`src/i2cms_pkg.sv`:
```
// shared types and constants for the i2c master bit sequencer
package i2cms_pkg;

  localparam logic [7:0] ACK_TIMEOUT_RST = 8'd250;
  localparam logic [3:0] BYTE_BITS       = 4'd8;

  typedef enum logic [2:0] {
    FN_START = 3'd0,
    FN_STOP  = 3'd1,
    FN_SEND  = 3'd2,
    FN_WACK  = 3'd3,
    FN_READ  = 3'd4,
    FN_ACK   = 3'd5,
    FN_NACK  = 3'd6
  } func_e;

  typedef enum logic [4:0] {
    PH_IDLE, PH_ST1, PH_ST2, PH_ST3, PH_SP1, PH_SP2, PH_SP3,
    PH_TX_LO, PH_TX_HI, PH_RX_HI, PH_RX_LO,
    PH_AK1, PH_AK2, PH_AK3, PH_AK4, PH_NK1, PH_NK2, PH_NK3,
    PH_WA1, PH_WA2, PH_WA_POLL, PH_WA_END
  } phase_e;

  typedef struct packed {
    logic       scl_out;
    logic       sda_out;
    logic       busy_res;
    logic       done_res;
    logic [7:0] rx_data;
    logic       ack_missing;
  } result_t;

endpackage

```
`src/i2cms_cmd_if.sv`:
```
// tick channel carrying the command fields and the sampled sda level
interface i2cms_cmd_if;
  logic       valid;
  logic       ready;
  logic       cmd_valid;
  logic [2:0] func;
  logic [7:0] tx_data;
  logic       send_ack;
  logic       sda_level;

  modport source (output valid, cmd_valid, func, tx_data, send_ack, sda_level,
                  input ready);
  modport sink   (input valid, cmd_valid, func, tx_data, send_ack, sda_level,
                  output ready);
endinterface

```
`src/i2cms_res_if.sv`:
```
// result channel carrying the line levels and status of one tick
interface i2cms_res_if;
  logic       valid;
  logic       ready;
  logic       scl_out;
  logic       sda_out;
  logic       busy_res;
  logic       done_res;
  logic [7:0] rx_data;
  logic       ack_missing;

  modport source (output valid, scl_out, sda_out, busy_res, done_res, rx_data,
                  ack_missing, input ready);
  modport sink   (input valid, scl_out, sda_out, busy_res, done_res, rx_data,
                  ack_missing, output ready);
endinterface

```
`src/i2cms_core.sv`:
```
// sequencer state and the per-tick step logic
module i2cms_core (
  input  logic                 clk_i,
  input  logic                 rst_ni,
  input  logic                 cfg_we_i,
  input  logic [7:0]           cfg_wdata_i,
  input  logic                 step_i,
  input  logic                 cmd_valid_i,
  input  logic [2:0]           func_i,
  input  logic [7:0]           tx_data_i,
  input  logic                 send_ack_i,
  input  logic                 sda_level_i,
  output i2cms_pkg::result_t   result_o,
  output logic                 idle_o
);

  i2cms_pkg::phase_e phase_q, phase_d, ph_c, next_c;
  logic [2:0] act_q, act_d;
  logic [3:0] bit_q, bit_d, bit_inc;
  logic [7:0] shift_q, shift_d;
  logic [7:0] wait_q, wait_d, wait_inc;
  logic       ackc_q, ackc_d;
  logic       tflag_q, tflag_d;
  logic [7:0] rx_q, rx_d;
  logic       scl_q, scl_d;
  logic       sda_q, sda_d;
  logic [7:0] tmo_q;
  logic       start_c;

  assign idle_o = (phase_q == i2cms_pkg::PH_IDLE);

  always_comb begin
    phase_d  = phase_q;
    act_d    = act_q;
    bit_d    = bit_q;
    shift_d  = shift_q;
    wait_d   = wait_q;
    ackc_d   = ackc_q;
    tflag_d  = tflag_q;
    rx_d     = rx_q;
    scl_d    = scl_q;
    sda_d    = sda_q;
    ph_c     = phase_q;
    next_c   = i2cms_pkg::PH_IDLE;
    start_c  = 1'b0;
    bit_inc  = '0;
    wait_inc = '0;
    result_o = '0;

    // command pickup, its first tick runs in the same step
    if (phase_q == i2cms_pkg::PH_IDLE && cmd_valid_i) begin
      case (func_i)
        i2cms_pkg::FN_START: begin
          start_c = 1'b1;
          ph_c    = i2cms_pkg::PH_ST1;
        end
        i2cms_pkg::FN_STOP: begin
          start_c = 1'b1;
          ph_c    = i2cms_pkg::PH_SP1;
        end
        i2cms_pkg::FN_SEND: begin
          start_c = 1'b1;
          shift_d = tx_data_i;
          ph_c    = i2cms_pkg::PH_TX_LO;
        end
        i2cms_pkg::FN_WACK: begin
          start_c = 1'b1;
          wait_d  = '0;
          tflag_d = 1'b0;
          ph_c    = i2cms_pkg::PH_WA1;
        end
        i2cms_pkg::FN_READ: begin
          start_c = 1'b1;
          shift_d = '0;
          ackc_d  = send_ack_i;
          ph_c    = i2cms_pkg::PH_RX_HI;
        end
        i2cms_pkg::FN_ACK: begin
          start_c = 1'b1;
          ph_c    = i2cms_pkg::PH_AK1;
        end
        i2cms_pkg::FN_NACK: begin
          start_c = 1'b1;
          ph_c    = i2cms_pkg::PH_NK1;
        end
        default: ;
      endcase
    end
    if (start_c) begin
      act_d = func_i;
      bit_d = '0;
    end

    if (ph_c == i2cms_pkg::PH_IDLE) begin
      result_o.scl_out = scl_d;
      result_o.sda_out = sda_d;
    end else begin
      result_o.busy_res = 1'b1;
      case (ph_c)
        i2cms_pkg::PH_ST1: begin
          sda_d = 1'b1; scl_d = 1'b1; next_c = i2cms_pkg::PH_ST2;
        end
        i2cms_pkg::PH_ST2: begin sda_d = 1'b0; next_c = i2cms_pkg::PH_ST3; end
        i2cms_pkg::PH_ST3: scl_d = 1'b0;
        i2cms_pkg::PH_SP1: begin sda_d = 1'b0; next_c = i2cms_pkg::PH_SP2; end
        i2cms_pkg::PH_SP2: begin scl_d = 1'b1; next_c = i2cms_pkg::PH_SP3; end
        i2cms_pkg::PH_SP3: begin
          sda_d = 1'b1;
          // a timed-out acknowledge wait finishes by pulling scl low
          next_c = (act_d == i2cms_pkg::FN_WACK) ? i2cms_pkg::PH_WA_END
                                                : i2cms_pkg::PH_IDLE;
        end
        i2cms_pkg::PH_TX_LO: begin
          sda_d = shift_d[7]; next_c = i2cms_pkg::PH_TX_HI;
        end
        i2cms_pkg::PH_TX_HI: begin scl_d = 1'b1; next_c = i2cms_pkg::PH_TX_LO; end
        i2cms_pkg::PH_RX_HI: begin scl_d = 1'b1; next_c = i2cms_pkg::PH_RX_LO; end
        i2cms_pkg::PH_RX_LO: begin scl_d = 1'b0; next_c = i2cms_pkg::PH_RX_HI; end
        i2cms_pkg::PH_AK1: begin sda_d = 1'b0; next_c = i2cms_pkg::PH_AK2; end
        i2cms_pkg::PH_AK2: begin scl_d = 1'b1; next_c = i2cms_pkg::PH_AK3; end
        i2cms_pkg::PH_AK3: begin scl_d = 1'b0; next_c = i2cms_pkg::PH_AK4; end
        i2cms_pkg::PH_AK4: sda_d = 1'b1;
        i2cms_pkg::PH_NK1: begin sda_d = 1'b1; next_c = i2cms_pkg::PH_NK2; end
        i2cms_pkg::PH_NK2: begin scl_d = 1'b1; next_c = i2cms_pkg::PH_NK3; end
        i2cms_pkg::PH_NK3: scl_d = 1'b0;
        i2cms_pkg::PH_WA1: begin sda_d = 1'b1; next_c = i2cms_pkg::PH_WA2; end
        i2cms_pkg::PH_WA2: begin scl_d = 1'b1; next_c = i2cms_pkg::PH_WA_POLL; end
        i2cms_pkg::PH_WA_POLL: next_c = i2cms_pkg::PH_WA_POLL;
        i2cms_pkg::PH_WA_END: scl_d = 1'b0;
        default: ;
      endcase
      result_o.scl_out = scl_d;
      result_o.sda_out = sda_d;

      // actions at the end of the half period, using the sampled sda
      if (ph_c == i2cms_pkg::PH_TX_HI) begin
        scl_d   = 1'b0;
        shift_d = {shift_d[6:0], 1'b0};
        bit_inc = bit_d + 4'd1;
        bit_d   = bit_inc;
        if (bit_inc >= i2cms_pkg::BYTE_BITS) begin
          sda_d  = 1'b1;
          next_c = i2cms_pkg::PH_IDLE;
        end
      end else if (ph_c == i2cms_pkg::PH_RX_HI) begin
        shift_d = {shift_d[6:0], sda_level_i};
      end else if (ph_c == i2cms_pkg::PH_RX_LO) begin
        bit_inc = bit_d + 4'd1;
        bit_d   = bit_inc;
        if (bit_inc >= i2cms_pkg::BYTE_BITS) begin
          rx_d   = shift_d;
          next_c = ackc_d ? i2cms_pkg::PH_AK1 : i2cms_pkg::PH_NK1;
        end
      end else if (ph_c == i2cms_pkg::PH_WA2 || ph_c == i2cms_pkg::PH_WA_POLL) begin
        if (!sda_level_i) begin
          next_c = i2cms_pkg::PH_WA_END;
        end else begin
          wait_inc = wait_d + 8'd1;
          wait_d   = wait_inc;
          if (wait_inc > tmo_q) begin
            tflag_d = 1'b1;
            next_c  = i2cms_pkg::PH_SP1;
          end else begin
            next_c  = i2cms_pkg::PH_WA_POLL;
          end
        end
      end

      phase_d = next_c;
      result_o.done_res = (next_c == i2cms_pkg::PH_IDLE);
    end

    result_o.rx_data     = rx_d;
    result_o.ack_missing = tflag_d;
  end

  always_ff @(posedge clk_i or negedge rst_ni) begin
    if (!rst_ni) begin
      tmo_q <= i2cms_pkg::ACK_TIMEOUT_RST;
    end else if (cfg_we_i) begin
      tmo_q <= cfg_wdata_i;
    end
  end

  always_ff @(posedge clk_i or negedge rst_ni) begin
    if (!rst_ni) begin
      phase_q <= i2cms_pkg::PH_IDLE;
      act_q   <= '0;
      bit_q   <= '0;
      shift_q <= '0;
      wait_q  <= '0;
      ackc_q  <= 1'b0;
      tflag_q <= 1'b0;
      rx_q    <= '0;
      scl_q   <= 1'b1;
      sda_q   <= 1'b1;
    end else if (step_i) begin
      phase_q <= phase_d;
      act_q   <= act_d;
      bit_q   <= bit_d;
      shift_q <= shift_d;
      wait_q  <= wait_d;
      ackc_q  <= ackc_d;
      tflag_q <= tflag_d;
      rx_q    <= rx_d;
      scl_q   <= scl_d;
      sda_q   <= sda_d;
    end
  end

endmodule

```
`src/i2cms_out_reg.sv`:
```
// result register between the step logic and the result channel
module i2cms_out_reg (
  input  logic               clk_i,
  input  logic               rst_ni,
  input  logic               load_i,
  input  i2cms_pkg::result_t result_i,
  output logic               room_o,
  i2cms_res_if.source        res_o
);

  logic               valid_q;
  i2cms_pkg::result_t data_q;

  // free when empty or when the held result leaves this cycle
  assign room_o = !valid_q || res_o.ready;

  always_ff @(posedge clk_i or negedge rst_ni) begin
    if (!rst_ni) begin
      valid_q <= 1'b0;
    end else if (load_i) begin
      valid_q <= 1'b1;
    end else if (res_o.ready) begin
      valid_q <= 1'b0;
    end
  end

  always_ff @(posedge clk_i) begin
    if (load_i) begin
      data_q <= result_i;
    end
  end

  assign res_o.valid       = valid_q;
  assign res_o.scl_out     = data_q.scl_out;
  assign res_o.sda_out     = data_q.sda_out;
  assign res_o.busy_res    = data_q.busy_res;
  assign res_o.done_res    = data_q.done_res;
  assign res_o.rx_data     = data_q.rx_data;
  assign res_o.ack_missing = data_q.ack_missing;

endmodule

```
`src/i2c_master_bit_sequencer.sv`:
```
// top level of the i2c master bit sequencer
//
// Every transfer on cmd_i is one half-period tick of the bus. It carries an
// optional command (cmd_valid, func, tx_data, send_ack) and the sda level
// sampled at the end of that tick. A command is taken only while the
// sequencer is idle; the first tick of its pattern is the same transfer.
// Every tick produces exactly one result on res_o: scl and sda drive levels
// (1 = released), busy, done on the last tick of a sequence, the last
// received byte and the ack-missing flag.
// The result of a tick is registered: it sits in the output register in the
// cycle after its transfer. Throughput is one tick per cycle while the receiver
// takes results, set by the single step of the phase register per tick.
// cmd_i.ready is high while the output register is empty or is being read,
// so a stalled receiver holds the result and backs up the tick channel.
// The acknowledge timeout is written through cfg_we_i/cfg_wdata_i, by the user
// only while the block is idle; the block itself does not enforce this.
// Reset puts the sequencer idle with both lines released, the timeout at
// 250 and the output register empty.
module i2c_master_bit_sequencer (
  input  logic        clk_i,
  input  logic        rst_ni,
  input  logic        cfg_we_i,
  input  logic [7:0]  cfg_wdata_i,
  i2cms_cmd_if.sink   cmd_i,
  i2cms_res_if.source res_o
);

  i2cms_pkg::result_t result;
  logic               room;
  logic               step;
  logic               idle;

  assign cmd_i.ready = room;
  assign step        = cmd_i.valid && room;

  i2cms_core u_core (
    .clk_i       (clk_i),
    .rst_ni      (rst_ni),
    .cfg_we_i    (cfg_we_i),
    .cfg_wdata_i (cfg_wdata_i),
    .step_i      (step),
    .cmd_valid_i (cmd_i.cmd_valid),
    .func_i      (cmd_i.func),
    .tx_data_i   (cmd_i.tx_data),
    .send_ack_i  (cmd_i.send_ack),
    .sda_level_i (cmd_i.sda_level),
    .result_o    (result),
    .idle_o      (idle)
  );

  i2cms_out_reg u_out_reg (
    .clk_i    (clk_i),
    .rst_ni   (rst_ni),
    .load_i   (step),
    .result_i (result),
    .room_o   (room),
    .res_o    (res_o)
  );

  // a tick with no command while idle gives a non-busy result next cycle
  a_idle_tick: assert property (@(posedge clk_i) disable iff (!rst_ni)
    (step && idle && !cmd_i.cmd_valid) |=> (res_o.valid && !res_o.busy_res))
    else $error("idle tick produced a busy result");

  // done only ever marks the last tick of a busy sequence
  a_done_busy: assert property (@(posedge clk_i) disable iff (!rst_ni)
    (res_o.valid && res_o.done_res) |-> res_o.busy_res)
    else $error("done without busy");

  // an empty output register never holds back the tick channel
  a_ready_empty: assert property (@(posedge clk_i) disable iff (!rst_ni)
    !res_o.valid |-> cmd_i.ready)
    else $error("tick channel stalled with empty output register");

endmodule
```
`src/flat_wrapper.sv`:
```
// flat-port wrapper written by rule: the top's interface ports become plain ports
module i2c_master_bit_sequencer_flat 
  (clk_i, rst_ni, cfg_we_i, cfg_wdata_i, cmd_i_valid, cmd_i_cmd_valid, cmd_i_func, cmd_i_tx_data, cmd_i_send_ack, cmd_i_sda_level, cmd_i_ready, res_o_valid, res_o_scl_out, res_o_sda_out, res_o_busy_res, res_o_done_res, res_o_rx_data, res_o_ack_missing, res_o_ready);
  i2cms_cmd_if cmd_i_i ();
  i2cms_res_if res_o_i ();
  input  logic clk_i;
  input  logic rst_ni;
  input  logic cfg_we_i;
  input  logic [7:0] cfg_wdata_i;
  input wire logic [$bits(cmd_i_i.valid)-1:0] cmd_i_valid;
  input wire logic [$bits(cmd_i_i.cmd_valid)-1:0] cmd_i_cmd_valid;
  input wire logic [$bits(cmd_i_i.func)-1:0] cmd_i_func;
  input wire logic [$bits(cmd_i_i.tx_data)-1:0] cmd_i_tx_data;
  input wire logic [$bits(cmd_i_i.send_ack)-1:0] cmd_i_send_ack;
  input wire logic [$bits(cmd_i_i.sda_level)-1:0] cmd_i_sda_level;
  output wire logic [$bits(cmd_i_i.ready)-1:0] cmd_i_ready;
  output wire logic [$bits(res_o_i.valid)-1:0] res_o_valid;
  output wire logic [$bits(res_o_i.scl_out)-1:0] res_o_scl_out;
  output wire logic [$bits(res_o_i.sda_out)-1:0] res_o_sda_out;
  output wire logic [$bits(res_o_i.busy_res)-1:0] res_o_busy_res;
  output wire logic [$bits(res_o_i.done_res)-1:0] res_o_done_res;
  output wire logic [$bits(res_o_i.rx_data)-1:0] res_o_rx_data;
  output wire logic [$bits(res_o_i.ack_missing)-1:0] res_o_ack_missing;
  input wire logic [$bits(res_o_i.ready)-1:0] res_o_ready;
  assign cmd_i_i.valid = cmd_i_valid;
  assign cmd_i_i.cmd_valid = cmd_i_cmd_valid;
  assign cmd_i_i.func = cmd_i_func;
  assign cmd_i_i.tx_data = cmd_i_tx_data;
  assign cmd_i_i.send_ack = cmd_i_send_ack;
  assign cmd_i_i.sda_level = cmd_i_sda_level;
  assign cmd_i_ready = cmd_i_i.ready;
  assign res_o_valid = res_o_i.valid;
  assign res_o_scl_out = res_o_i.scl_out;
  assign res_o_sda_out = res_o_i.sda_out;
  assign res_o_busy_res = res_o_i.busy_res;
  assign res_o_done_res = res_o_i.done_res;
  assign res_o_rx_data = res_o_i.rx_data;
  assign res_o_ack_missing = res_o_i.ack_missing;
  assign res_o_i.ready = res_o_ready;
  i2c_master_bit_sequencer u_core (.clk_i(clk_i), .rst_ni(rst_ni), .cfg_we_i(cfg_we_i), .cfg_wdata_i(cfg_wdata_i), .cmd_i(cmd_i_i), .res_o(res_o_i));
endmodule
```
`config.mk`:
```
export PLATFORM = sky130hd
export DESIGN_NAME = i2c_master_bit_sequencer_flat
export DESIGN_NICKNAME = d
export VERILOG_FILES = /design/src/i2cms_pkg.sv /design/src/i2cms_cmd_if.sv /design/src/i2cms_res_if.sv /design/src/i2cms_core.sv /design/src/i2cms_out_reg.sv /design/src/i2c_master_bit_sequencer.sv /design/src/flat_wrapper.sv
export SDC_FILE = /design/constraint.sdc
export NUM_CORES = 1
export LEC_CHECK = 0
export ABC_AREA = 1
export BUFFER_PORTS_ARGS = -buffer_cell sky130_fd_sc_hd__buf_2
export CAP_MARGIN = 10
export CELL_PAD_IN_SITES_DETAIL_PLACEMENT = 1
export CELL_PAD_IN_SITES_GLOBAL_PLACEMENT = 2
export CORE_MARGIN = 2
export CORE_UTILIZATION = 37
export DETAILED_ROUTE_END_ITERATION = 10
export PLACE_DENSITY_LB_ADDON = 0.1
export SETUP_SLACK_MARGIN = 0.02
export SLEW_MARGIN = 40
export SYNTH_ARGS = -nofsm -noshare
export SYNTH_HDL_FRONTEND = slang
export SYNTH_SLANG_ARGS = --single-unit
```
`constraint.sdc`:
```
create_clock -name clk_i -period 9.5 [get_ports clk_i]
set_clock_uncertainty 0.15 [all_clocks]
set_input_delay 0.95 -clock clk_i [delete_from_list [all_inputs] [get_ports clk_i]]
set_output_delay 0.95 -clock clk_i [all_outputs]
set_load 0.02 [all_outputs]
```
======== Yosys cells after proc, flatten, opt, wreduce, memory -nomap -nowiden ========
Index checks and enable logic that the tools add are counted.
operators by class
  $lt $le $gt $ge ......................... 2
  add/sub/neg operators ................... 2
  bitwise logic cells ..................... 1
  mux-type cells .......................... 60
  eq/ne operators ......................... 28
  reductions and logical operators ........ 17
operators by type and width
  operator               count
  $mux W8                17
  $pmux W5 S16           1
  $mux W5                11
  $eq A5 B4 Y1 const B   8
  $pmux W5 S7            1
  $eq A5 B5 Y1 const B   6
  $eq A5 B3 Y1 const B   4
  $mux W4                5
  $mux W1                18
  $pmux W8 S2            1
  $logic_not A5 Y1       3
  $reduce_or A7 Y1       2
  $eq A5 B2 Y1 const B   2
  $reduce_or A5 Y1       2
  $eq A3 B2 Y1 const B   3
  $eq A3 B3 Y1 const B   3
  $add A8 B1 Y8 const B  1
  $gt A8 B8 Y1           1
  $mux W3                2
  $eq A5 B1 Y1 const B   1
  $add A4 B1 Y4 const B  1
  $ge A4 B4 Y1 const B   1
  $mux W2                2
  $eq A3 B1 Y1 const B   1
  other kinds (11)       13
word-level totals
  logic and storage cells ................. 128
  output and inout bits ................... 15
  bits in registers ....................... 62

======== Longest topological paths before layout ========
Gate-level depths: netlist of the first run.
  word-level depth ........................ 15
  mapped depth ............................ 23
  mapped depth without buffers ............ 23

======== By module ========
Synthesis of the first run repeated with hierarchy kept, for this count alone.
second synthesis, totals
  cells, all modules ...................... 524
  area, all modules ....................... 3839.9 µm²
by module, submodules not included
  module                    times used  area each (µm²)  sequential area each (µm²)  cells an instance
  i2cms_core                1           3397.0           1211.2                      504
  i2cms_out_reg             1           435.4            415.4                       18
  i2c_master_bit_sequencer  1           7.5              0.0                         2

======== Worst setup path before layout of the first run ========
Ideal clock, no wire load.
  kind .................................... input-to-reg
  start point ............................. in cmd_i_func[2]
  end point ............................... reg u_core.u_out_reg.data_q, in the netlist u_core.u_out_reg.res_o.done_res (data pin)
  path slack .............................. 5.828 ns
  cell stages on the path ................. 23
  buffers on the path ..................... 1
  arrival ................................. 3.384 ns
  data required time ...................... 9.212 ns
  library setup time ...................... 0.138 ns
  cells stage by stage .................... clkbuf_2 nor2_1 inv_1 nor2_8 nor2_1 ha_1 inv_1 nor2_1 nand2_1 nor2_1 nand2_1 xor2_1 inv_1 ha_1 nand2_1 nor2_1 a21boi_0 o21ai_0 nor2_1 nand2_1 a21oi_1 nand2_1 nor2_1
between the ends
  longest elaborated chain between the ends .. 14
  elaborated cells on any way between the ends .. 56
  classes of those cells .................. add/sub: 2; order compare: 2; eq/ne: 24; mux: 22; reduce/logical: 6
RTL lines
  what                                                    line                 RTL
  from (decl)                                             flat_wrapper.sv:12   input wire logic [$bits(cmd_i_i.func)-1:0] cmd_i_func;
  branches (longest 14 deep; another with $add A8 B1 Y8)  -
  to (signal assigned)                                    i2cms_out_reg.sv:29  data_q <= result_i;
  to (decl)                                               i2cms_out_reg.sv:12  i2cms_pkg::result_t data_q;
Parallel ways; which one is timed is not known. The select of a mux whose other input is x is not followed.
A chain may end at the register's enable or synchronous reset.

======== Worst setup path after layout of the first run ========
  start point ............................. in cmd_i_func[0]
  end point ............................... reg u_core.u_out_reg.data_q, in the netlist u_core.u_out_reg.res_o.done_res (data pin)
Same word-level chain as after synthesis.

==> metrics.md, run 1 <==
| Metric | Value |
|---|---|
| # DRC | `0` |
| IO buf count | `41` |
| Register clock-pin slew on the reported worst setup and hold paths | `0.07 ns` |
| Max Fclk | `262 MHz` |
| Clock sinks | `62` |
| Simple logic cell fraction of the synthesized area | `32.0%` |
| Mean Syn Cell Area | `7.44 um2` |
| Max IR drop VDD | `0.000136 V` |
| Buffers & Inverters on Critical Path | `4` |
| IO Pins | `42` |
| GRT overflow | `0` |
| Net Sw Frac | `47.6%` |
| Crit path time final | `3.82 ns` |
| Critical Path Most Common Cell | `nor2_1` |
| Floorplan die width | `108 um` |
| Most frequent cells in the layout | `nand2_1 (136), inv_1 (65), nor2_1 (63)` |
| XOR/XNOR Fraction of Synth Area | `1.99%` |
| Leading post-synthesis cells by cell area | `dfrtp_1 (26%), nand2_1 (13%), edfxtp_1 (9.8%)` |
| H-tree depth | `3` |
| Routed wire per std cell | `15.7 um` |
| Setup Crit Path Kind | `input port to flop` |
| Post-synth EDFFs | `13` |
| Crit path DAT | `3.87 ns` |
| Top_reg_cell synth | `dfrtp_1` |
| Comb pwr share | `50.8%` |
| Row Count | `37` |
| Unique masters post-synth | `40` |
| Vias post-DR | `3644` |
| Most common cell after layout, fill and taps aside | `nand2_1` |
| TritonCTS clock tree | `built` |
| Largest net degree at the start of global routing | `57` |
| Setup TNS | `0 ns` |
| Status | `completed` |
| # nets final | `614` |
| Final setup vio count | `0` |
| Setup crit end kind | `flop` |
| Cell area after synthesis | `3960 um2` |
| Clock Path Buffers | `2` |
| Synth Net Count | `570` |
| Fin. max-slew vios | `0` |
| Initial Util | `38.2%` |
| Root Driver | `clkbuf_8` |
| Clock insertion delay at the later pin of the skew report | `0.34 ns` |
| Register area share after synthesis | `41.0%` |
| Sequential power share | `32.4%` |
| Drt total wl | `11.3 mm` |
| HPWL Detailed | `8.53 mm` |
| Synth top area share | `25.9%` |
| Maxcap violations | `0` |
| First-pass GRT wire length | `19.1 mm` |
| Yosys reg bits | `62` |
| 1st-iter DRT viols | `116` |
| Area leader, netlist | `dfrtp_1` |
| Worst Path Max Fanout | `9` |
| Vias per cell | `5.08` |
| Clock share of power | `16.8%` |
| P_int | `0.000633 W` |
| First-pass DRT Iterations | `4` |
| # diodes | `0` |
| Worst Setup Start Kind | `input port` |
| Post-synthesis mux area share | `0.284%` |
| Pwr Density | `270 nW/um2` |
| Initial antenna violation count | `0` |
| Largest family of logic cells by synthesized area | `simple AND/OR/NAND/NOR gates` |
| Cell Count, Final, Fillers Out | `718` |
| P_sw | `0.000574 W` |
| Final RePlAce weighted congestion | `0.869` |
| CTS Buf Count | `9` |
| Endpoints failing hold | `0` |
| CP max stage delay | `0.28 ns` |
| Cts-stage hold buffer count | `0` |
| GRT Overall Usage | `21.0%` |
| Crit share post-route | `40.2%` |
| Adder-cell share of the synthesized area | `3.16%` |
| Placed insts | `702` |
| Asr flop ratio synth | `79.0%` |
| Die Ht | `108 um` |
| Die area | `11600 um2` |
| Total number of yosys warnings | `0` |
| Critical path's slowest cell | `ha_1` |
| P&R area growth vs syn | `12.6%` |
| Max-slew headroom | `56.1%` |
| Layout Utilization | `43.0%` |
| Crit-path cells | `buf_2 > nand2_2 > nor2_1 > inv_1 > nor2_8 > nor2_1 > ha_1 > inv_1 > nor2_1 > nand2_1 > nor2_1 > nand2_1 > xor2_1 > inv_1 > ha_1 > nand2_1 > nor2_1 > a21boi_0 > o21ai_0 > nor2_1 > nand2_1 > a21oi_1 > nand2_1 > nor2_1` |
| CP top delay family | `simple AND/OR/NAND/NOR gates` |
| Core Area | `10400 um2` |
| Fraction of layout cells with a size suffix above 1 | `18.9%` |
| Actual slew at the worst max-slew pin | `0.659 ns` |
| Final Power | `0.00121 W` |
| Gate Count Post-Synth | `533` |
| Post_cts resized | `0` |
| Setup bufs post-CTS | `0` |
| Vias in the first global route | `3906` |
| Class of the worst hold path | `flop to flop` |
| Synth Area in Compound Gates | `12.9%` |
| P_leak | `2.25 nW` |
| RSZ-0062 raised after global routing | `no` |
| Required time of the critical path | `9.55 ns` |
| Antenna Nets Post-Route | `0` |
## stage by stage
stage / hold WS (ns) / area (um2) / setup WS [ns]
6_report: 0.338 / 4460 / 5.68
5_1_grt: 0.363 / 4460 / 5.35
4_1_cts: 0.337 / 4460 / 5.70
3_5_place_dp: 0.317 / 4300 / 5.36
3_3_place_gp: 0.311 / 4300 / 5.51
2_1_floorplan: 0.299 / 3960 / 5.83
## flip-flops by register name, indices dropped and copies added (netlist names), 3 cells and up
signal	count
u_core.u_core.rx_q	8
u_core.u_core.shift_q	8
u_core.u_core.tmo_q	8
u_core.u_core.wait_q	8
u_core.u_out_reg.res_o.rx_data	8
u_core.u_core.phase_q	5
u_core.u_core.bit_q	4
u_core.u_core.act_q	3
## cell type report
cell class                 count  area, um2
fill                        1350       5910
multi-input combinational    387       2000
sequential                    62       1630
inverter                      73        275
timing repair buffer          44        228
tap                          136        170
clock buffer                   9        124
clock inverter                 7       41.3
## layer usage
layer / track usage (%) / up-vias / routed length, um
li1: - / 1804 / -
met1: 28.3 / 1764 / 5370
met2: 35.1 / 62 / 5350
met3: 3.45 / 14 / 407
met4: 5.59 / 0 / 150
met5: 0 / - / 0
## worst paths after layout
check | startpoint | endpoint | slack (ns) | cells past startpoint
setup / recovery | cmd_i_func[0] | u_core.u_out_reg.res_o.done_res$_SDFFCE_PP0P_ | 5.68 | 24
hold / removal | u_core.u_core.rx_q[2]$_DFFE_PN0P_ | u_core.u_core.rx_q[2]$_DFFE_PN0P_ | 0.34 | 2
setup reg to reg | u_core.u_core.phase_q[2]$_DFFE_PN0P_ | u_core.u_out_reg.res_o.done_res$_SDFFCE_PP0P_ | 5.89 | 22
hold reg to reg | u_core.u_core.rx_q[2]$_DFFE_PN0P_ | u_core.u_core.rx_q[2]$_DFFE_PN0P_ | 0.34 | 2
max in group asynchronous | rst_ni | u_core.u_core.phase_q[3]$_DFFE_PN0P_ | 8.17 | 2
min in group asynchronous | rst_ni | u_core.u_core.rx_q[7]$_DFFE_PN0P_ | 0.56 | 2
## worst register-to-register path, cell delays in order, from the launching register on
cell      delay, ns
dfrtp_1        0.43
nor2_1         0.25
nand3_4        0.22
nor2_8         0.23
nor2_1         0.12
ha_1           0.22
inv_1          0.07
nor2_1         0.05
nand2_1        0.09
nor2_1         0.05
nand2_1        0.07
xor2_1         0.14
inv_1          0.08
ha_1           0.28
nand2_1        0.06
nor2_1         0.13
a21boi_0       0.21
o21ai_0        0.11
nor2_1         0.10
nand2_1        0.10
a21oi_1        0.16
nand2_1        0.07
nor2_1         0.10
## kinds of logic (layout without fill, tap and decap cells)
family | Yosys count | count (layout)
simple gates | 279 | 279
compound gates | 88 | 88
buf+inv | 84 | 133
flops | 62 | 62
fa+ha+maj | 10 | 10
xor+xnor | 9 | 9
mux | 1 | 1
## cells in the mapped netlist, types with 3 or more instances
master,n
nor2_4,6
nor3_2,3
nor2_2,3
xor2_1,9
inv_2,6
inv_1,65
nand4_1,10
dfrtp_1,41
o21ai_2,7
nand3_1,40
o21ai_0,42
a31oi_1,3
nor2_1,64
ha_1,10
a21oi_1,20
buf_6,3
nor3_1,4
edfxtp_1,13
nand2_2,7
dfstp_2,8
o22ai_1,3
nand2_1,136
o21ai_1,6
clkbuf_1,6
## power by group through the flow
stage          clock network (W)  logic [W]  registers (W)
2_1_floorplan                  0   0.000441       0.000398
3_3_place_gp                   0   0.000598       0.000393
3_5_place_dp                   0   0.000610       0.000396
4_1_cts                 0.000211   0.000614       0.000392
5_1_grt                 0.000220   0.000700       0.000399
6_report                0.000203   0.000612       0.000391
No activity file was read; power rests on OpenSTA's default activity.
==> inputs of run 2 (changes only) <==
- CORE_UTILIZATION: 37 -> 31
- clock period: 9.5 -> 3.2 ns (I/O delays scaled with it)
==> run 2 against run 1 <==
Against the previous run: worst setup slack got worse by 5.6 ns; non-clock buffer count increased by 39; combinational power increased to 3.6 times the previous value; critical path type is now flop to flop; largest cell class unchanged.
==> metrics.md, run 2 (synthesis gave the netlist of run 1 again) <==
| Metric | Value |
|---|---|
| Most frequent cells in the layout | `nand2_1 (133), inv_1 (64), nor2_1 (57) (was nand2_1 (136), inv_1 (65), nor2_1 (63))` |
| Row Count | `41 (was 37)` |
| Fin area | `5090 um2 (was 4460 um2)` |
| Vias post-DR | `3752 (was 3644)` |
| IO Pins | `42 (unchanged)` |
| Antenna Nets Post-Route | `0 (unchanged)` |
| Worst setup margin | `0.102 ns (was 5.68 ns)` |
| Class of the worst hold path | `input port to flop (was flop to flop)` |
| Final RePlAce weighted congestion | `0.838 (was 0.869)` |
| Core Area | `12600 um2 (was 10400 um2)` |
| Crit share post-route | `96.8%` |
| Register clock-pin slew on the reported worst setup and hold paths | `0.05 ns (was 0.07 ns)` |
| Maxcap violations | `0 (unchanged)` |
| Clock insertion delay at the later pin of the skew report | `0.33 ns (was 0.34 ns)` |
| HPWL Detailed | `9.44 mm (was 8.53 mm)` |
| Required time of the critical path | `3.14 ns (was 9.55 ns)` |
| Clock sinks | `62 (unchanged)` |
| Vias per cell | `4.73 (was 5.08)` |
| Clock Path Buffers | `2 (unchanged)` |
| Die area | `13700 um2 (was 11600 um2)` |
| Placed inst area | `4600 um2 (was 4300 um2)` |
| Routed wire per std cell | `15.3 um (was 15.7 um)` |
| Root Driver | `clkbuf_16 (was clkbuf_8)` |
| Fraction of layout cells with a size suffix above 1 | `26.6% (was 18.9%)` |
| # DRC | `0 (unchanged)` |
| Crit path time final | `3.10 ns` |
| Final setup vio count | `0 (unchanged)` |
| TritonCTS clock tree | `built (unchanged)` |
| Setup Crit Path Kind | `flop to flop (was input port to flop)` |
| Floorplan die width | `117 um (was 108 um)` |
| GRT Overall Usage | `19.0% (was 21.0%)` |
| Initial antenna violation count | `0 (unchanged)` |
| P&R area growth vs syn | `28.4% (was 12.6%)` |
| First-pass GRT wire length | `20.0 mm (was 19.1 mm)` |
| Drt total wl | `12.1 mm (was 11.3 mm)` |
| Max Fclk | `323 MHz` |
| # diodes | `0 (unchanged)` |
| Most common cell after layout, fill and taps aside | `nand2_1 (unchanged)` |
| Status | `completed (unchanged)` |
| DP Worst Slack | `-0.233 ns (was 5.36 ns)` |
| First-pass DRT Iterations | `4 (unchanged)` |
| Largest net degree at the start of global routing | `44 (was 57)` |
| Worst Path Max Fanout | `3 (was 9)` |
| H-tree depth | `3 (unchanged)` |
| Die Ht | `117 um (was 108 um)` |
| Crit path DAT | `3.03 ns (was 3.87 ns)` |
| GRT overflow | `0 (unchanged)` |
| Pwr Density | `869 nW/um2 (was 270 nW/um2)` |
| P_leak | `2.53 nW (was 2.25 nW)` |
| RSZ-0062 raised after global routing | `yes (was no)` |
| Endpoints failing hold | `0 (unchanged)` |
| # nets final | `653 (was 614)` |
| Setup crit end kind | `flop (unchanged)` |
| CTS Buf Count | `9 (unchanged)` |
| Max IR drop VDD | `0.000315 V (was 0.000136 V)` |
| Vias in the first global route | `3862 (was 3906)` |
| Final Power | `0.00442 W (was 0.00121 W)` |
| IO buf count | `41 (unchanged)` |
| 1st-iter DRT viols | `138 (was 116)` |
| Actual slew at the worst max-slew pin | `0.473 ns (was 0.659 ns)` |
| Max-slew headroom | `68.3% (was 56.1%)` |
| Worst Setup Start Kind | `flop (was input port)` |
| Initial Util | `31.5% (was 38.2%)` |
| Fin. max-slew vios | `0 (unchanged)` |
## run 2: cell count changes in the layout (fill, tap and decap cells not counted), moves of 3 or more
| cell | delta |
|---|---|
| clkinv_2 | -4 |
| nor2_4 | +6 |
| buf_4 | +37 |
| clkbuf_16 | +9 |
| nand2_1 | -3 |
| nor2_1 | -6 |
| clkbuf_8 | -8 |
## run 2: worst max-delay path, cell delays in order, from the launching register on
cell and delay, ns:
dfrtp_2 0.43, buf_4 0.14, inv_2 0.05, nand2_1 0.05, nor2_2 0.16, nand3_2 0.14
nand2_1 0.16, buf_4 0.13, xor2_1 0.26, inv_1 0.08, ha_1 0.30, nand2_1 0.07
inv_1 0.04, o21ai_0 0.10, a21boi_2 0.09, o21ai_2 0.18, nor2_1 0.06, nand2_1 0.11
a21oi_2 0.06, nand2_1 0.06, nor2_1 0.03
## run 2: timing repair
item,in CTS,in global routing
pin swaps,2,15
hold buffers,1,0
endpoints found under the setup margin,4,7
buffers inserted,1,4
endpoints found under the hold margin,15,0
resized for setup,10,22
## run 2: cell type report
cell class | count | area, um2
Fill cell | 1577 | 7480
Clock buffer | 10 | 239
Multi-Input combinational cell | 387 | 2110
Inverter | 73 | 278
Tap cell | 172 | 215
Timing Repair Buffer | 83 | 536
Sequential cell | 62 | 1630
Clock inverter | 6 | 85.1
## run 2: layer usage
metal | wire length (um) | global-route usage, % | part of all wire, %
met3 | 345 | 3.45 | 2.8
met5 | 0 | 0 | 0
met1 | 5770 | 25.6 | 48
met4 | 196 | 4.78 | 1.6
met2 | 5820 | 31.5 | 48
## run 2: final timing paths
path                       slack, ns                                 start                                            end  depth (start not counted)
max in group asynchronous       1.76                                rst_ni             u_core.u_core.tmo_q[3]$_DFFE_PN1P_                          3
max                             0.10  u_core.u_core.phase_q[4]$_DFFE_PN0P_  u_core.u_out_reg.res_o.done_res$_SDFFCE_PP0P_                         20
max reg2reg                     0.10  u_core.u_core.phase_q[4]$_DFFE_PN0P_  u_core.u_out_reg.res_o.done_res$_SDFFCE_PP0P_                         20
min reg2reg                     0.33     u_core.u_core.rx_q[4]$_DFFE_PN0P_              u_core.u_core.rx_q[4]$_DFFE_PN0P_                          2
min in group asynchronous       0.31                                rst_ni              u_core.u_core.rx_q[7]$_DFFE_PN0P_                          2
min                             0.05                        cfg_wdata_i[4]             u_core.u_core.tmo_q[4]$_DFFE_PN1P_                          3
## run 2: metrics by stage
| step | utilization (%) | hold slack [ns] | TNS, ns | instances |
|---|---|---|---|---|
| after global routing | 40.5 | 0.0592 | -0.406 | 793 |
| after floorplan | - | -0.126 | 0 | 533 |
| after global placement | 36.6 | 0.144 | -0.164 | 771 |
| after detailed placement | 36.6 | 0.145 | -0.686 | 771 |
| final | 40.5 | 0.0536 | 0 | 793 |
| after CTS | 39.5 | 0.0449 | 0 | 789 |
## run 2: where the power goes
group / internal [W] / switching, W / leakage, nW
clock network: 0.000699 / 0.000353 / 0.156
registers: 0.00105 / 0.000105 / 0.741
logic: 0.000813 / 0.00140 / 1.63
==> inputs of run 3 (changes only) <==
- CORE_UTILIZATION: 31 -> 30
==> run 3 against run 2 <==
Against the previous run: worst setup slack improved by 0.021 ns; critical path type unchanged; sequential share of layout area rose by 0.11 points; first-iteration DRC count fell by 9.4%; sequential cell count did not move; clock power barely moved; combinational power barely moved; sequential power barely moved; largest power group unchanged; cell count did not move.
==> metrics.md, run 3 (synthesis gave the netlist of run 1 again) <==
| Metric | Value |
|---|---|
| Net Sw Frac | `42.4% (was 42.0%)` |
| Worst flop-to-flop path startpoint | `u_core.u_core.phase_q[1]$_DFFE_PN0P_ (was u_core.u_core.phase_q[4]$_DFFE_PN0P_)` |
| Die Ht | `119 um (was 117 um)` |
| Clock insertion delay at the later pin of the skew report | `0.32 ns (was 0.33 ns)` |
| Max-slew headroom | `57.5% (was 68.3%)` |
| Initial antenna violation count | `0 (unchanged)` |
| CP max stage delay | `0.42 ns (was 0.43 ns)` |
| Die area | `14100 um2 (was 13700 um2)` |
| 1st-iter DRT viols | `125 (was 138)` |
| First-pass DRT Iterations | `4 (unchanged)` |
| Routed wire per std cell | `15.4 um (was 15.3 um)` |
| Vias post-DR | `3723 (was 3752)` |
| H-tree depth | `3 (unchanged)` |
| Row Count | `41 (unchanged)` |
| # nets final | `653 (unchanged)` |
| Cell Count, Final, Fillers Out | `793 (unchanged)` |
| Met1 WL | `5.92 mm (was 5.77 mm)` |
| # diodes | `0 (unchanged)` |
| P_int | `0.00252 W (was 0.00256 W)` |
| Largest net degree at the start of global routing | `57 (was 44)` |
| Clock sinks | `62 (unchanged)` |
| Fin area | `5070 um2 (was 5090 um2)` |
| Final setup vio count | `0 (unchanged)` |
| Final RePlAce weighted congestion | `0.831 (was 0.838)` |
| Core Area | `12800 um2 (was 12600 um2)` |
| Reg-to-Reg End | `u_core.u_out_reg.res_o.done_res$_SDFFCE_PP0P_ (unchanged)` |
| Layout Utilization | `39.7% (was 40.5%)` |
| Max IR drop VDD | `0.000351 V (was 0.000315 V)` |
| Most frequent cells in the layout | `nand2_1 (133), inv_1 (64), nor2_1 (57) (unchanged)` |
| Antenna Nets Post-Route | `0 (unchanged)` |
| TritonCTS clock tree | `built (unchanged)` |
| Root Driver | `clkbuf_16 (unchanged)` |
| Fraction of layout cells with a size suffix above 1 | `26.6% (unchanged)` |
| GRT overflow | `0 (unchanged)` |
| Clock share of power | `23.5% (was 23.8%)` |
| Min-Delay Endpoint | `u_core.u_core.tmo_q[7]$_DFFE_PN1P_ (was u_core.u_core.tmo_q[4]$_DFFE_PN1P_)` |
| Hold_ws | `0.0583 ns (was 0.0536 ns)` |
| R2R cell count | `22 (was 20)` |
| RSZ-0062 raised after global routing | `yes (unchanged)` |
| Critical Path Most Common Cell | `nor2_4 (was nand2_1)` |
| Vias per cell | `4.69 (was 4.73)` |
| Met3 wire length | `292 um (was 345 um)` |
| Crit share post-route | `96.2% (was 96.8%)` |
| Worst Path Max Fanout | `4 (was 3)` |
| R2R Setup Slk | `0.12 ns (was 0.10 ns)` |
| P_sw | `0.00186 W (about the same)` |
| P_leak | `2.52 nW (was 2.53 nW)` |
| Setup crit end kind | `flop (unchanged)` |
| Met2 WL | `5.89 mm (was 5.82 mm)` |
| # fillers | `1599 (was 1577)` |
| Top Metal Used | `met4 (unchanged)` |
| Worst Setup Start Kind | `flop (unchanged)` |
| IO buf count | `41 (unchanged)` |
| Floorplan die width | `119 um (was 117 um)` |
| Fin. max-slew vios | `0 (unchanged)` |
| Setup Crit Path Kind | `flop to flop (unchanged)` |
| Crit path time final | `3.08 ns (was 3.10 ns)` |
| Actual slew at the worst max-slew pin | `0.637 ns (was 0.473 ns)` |
| Hold path startpoint | `cfg_wdata_i[7] (was cfg_wdata_i[4])` |
| Vias in the first global route | `3841 (was 3862)` |
| Crit-path cells | `nor2_4 > nand3_4 > nor2_8 > nor2_4 > ha_4 > inv_4 > nor2_4 > nand2_2 > nor2_1 > nand2_1 > xor2_1 > inv_1 > ha_4 > nand2_4 > nor2_4 > a21boi_2 > o21ai_2 > nor2_2 > nand2_2 > a21oi_2 > nand2_1 > nor2_1 (was buf_4 > inv_2 > nand2_1 > nor2_2 > nand3_2 > nand2_1 > buf_4 > xor2_1 > inv_1 > ha_1 > nand2_1 > inv_1 > o21ai_0 > a21boi_2 > o21ai_2 > nor2_1 > nand2_1 > a21oi_2 > nand2_1 > nor2_1)` |
| Register clock-pin slew on the reported worst setup and hold paths | `0.05 ns (about the same)` |
| Sequential power share | `26.3% (was 26.2%)` |
| Worst setup margin | `0.123 ns (was 0.102 ns)` |
| DP Worst Slack | `-0.275 ns (was -0.233 ns)` |
| P&R area growth vs syn | `27.9% (was 28.4%)` |
| IO Pins | `42 (unchanged)` |
| HPWL Detailed | `9.33 mm (was 9.44 mm)` |
| Required time of the critical path | `3.24 ns (was 3.14 ns)` |
| CTS Buf Count | `9 (unchanged)` |
| Comb pwr share | `50.2% (was 50.0%)` |
| Max Fclk | `325 MHz (was 323 MHz)` |
| Critical path's slowest cell | `dfrtp_1 (was dfrtp_2)` |
| Placed insts | `771 (unchanged)` |
| Initial Util | `31.0% (was 31.5%)` |
| Most common cell after layout, fill and taps aside | `nand2_1 (unchanged)` |
| GRT Overall Usage | `17.8% (was 19.0%)` |
| # DRC | `0 (unchanged)` |
| First-pass GRT wire length | `20.0 mm (about the same)` |
| Endpoints failing hold | `0 (unchanged)` |
| Class of the worst hold path | `input port to flop (unchanged)` |
| Status | `completed (unchanged)` |
| Maxcap violations | `0 (unchanged)` |
| Drt total wl | `12.2 mm (was 12.1 mm)` |
| Placed inst area | `4590 um2 (was 4600 um2)` |
| Crit path DAT | `3.12 ns (was 3.03 ns)` |
| Clock Path Buffers | `2 (unchanged)` |
| Pwr Density | `864 nW/um2 (was 869 nW/um2)` |
| Hold Path Depth | `3 (unchanged)` |
[run 3: final cells by class]
cell class,instances,area [um2],area share (%)
Multi-Input combinational cell,387,2110,41.6
Clock inverter,6,86.3,1.70
Clock buffer,10,229,4.52
Tap cell,172,215,4.24
Timing Repair Buffer,83,523,10.3
Inverter,73,278,5.48
Sequential cell,62,1630,32.1
[run 3: what timing repair did]
item,4_1_cts,5_1_grt
buffers inserted,0,5
gates resized for setup,11,24
pin swaps,2,17
hold buffers,1,0
endpoints found under the setup margin,4,4
hold endpoints to repair,17,0
[run 3: metal layers]
metal	vias up	GRT usage, %
met3	13	3.11
met2	54	29.7
met5	-	0
met1	1769	24.1
met4	0	3.87
li1	1887	-
[run 3: worst max path at each step]
stage	end	depth (start not counted)	startpoint
floorplan	u_core.u_out_reg.res_o.done_res$_SDFFCE_PP0P_	22	u_core.u_core.phase_q[0]$_DFFE_PN0P_
global placement	u_core.u_out_reg.res_o.done_res$_SDFFCE_PP0P_	24	cmd_i_func[1]
detailed placement	u_core.u_out_reg.res_o.done_res$_SDFFCE_PP0P_	24	cmd_i_func[1]
CTS	u_core.u_out_reg.res_o.done_res$_SDFFCE_PP0P_	22	u_core.u_core.phase_q[4]$_DFFE_PN0P_
global route	u_core.u_out_reg.res_o.done_res$_SDFFCE_PP0P_	22	u_core.u_core.phase_q[1]$_DFFE_PN0P_
finish	u_core.u_out_reg.res_o.done_res$_SDFFCE_PP0P_	22	u_core.u_core.phase_q[1]$_DFFE_PN0P_
[run 3: per-stage QoR]
| step | TNS, ns | total power [W] |
|---|---|---|
| 2_1_floorplan | 0 | 0.00249 |
| 3_3_place_gp | -0.190 | 0.00315 |
| 3_5_place_dp | -0.771 | 0.00319 |
| 4_1_cts | 0 | 0.00428 |
| 5_1_grt | -0.0799 | 0.00475 |
| 6_report | 0 | 0.00438 |
[run 3: power by group through the flow]
stage               Combinational [W]  Sequential, W  Clock, W
floorplan                     0.00131        0.00118         0
global placement              0.00200        0.00115         0
detailed placement            0.00203        0.00116         0
CTS                           0.00208        0.00115   0.00105
global route                  0.00248        0.00118   0.00109
finish                        0.00220        0.00115   0.00103
[run 3: worst max-delay path: cells and delay by family (launching register included)]
family / cells / cell delay, ns
AO/OA/AOI/OAI: 3 / 0.38
XOR/XNOR: 1 / 0.16
adder cells (fa/ha/maj): 2 / 0.45
buffers and inverters: 2 / 0.16
flip-flops: 1 / 0.42
AND/OR/NAND/NOR: 14 / 1.21
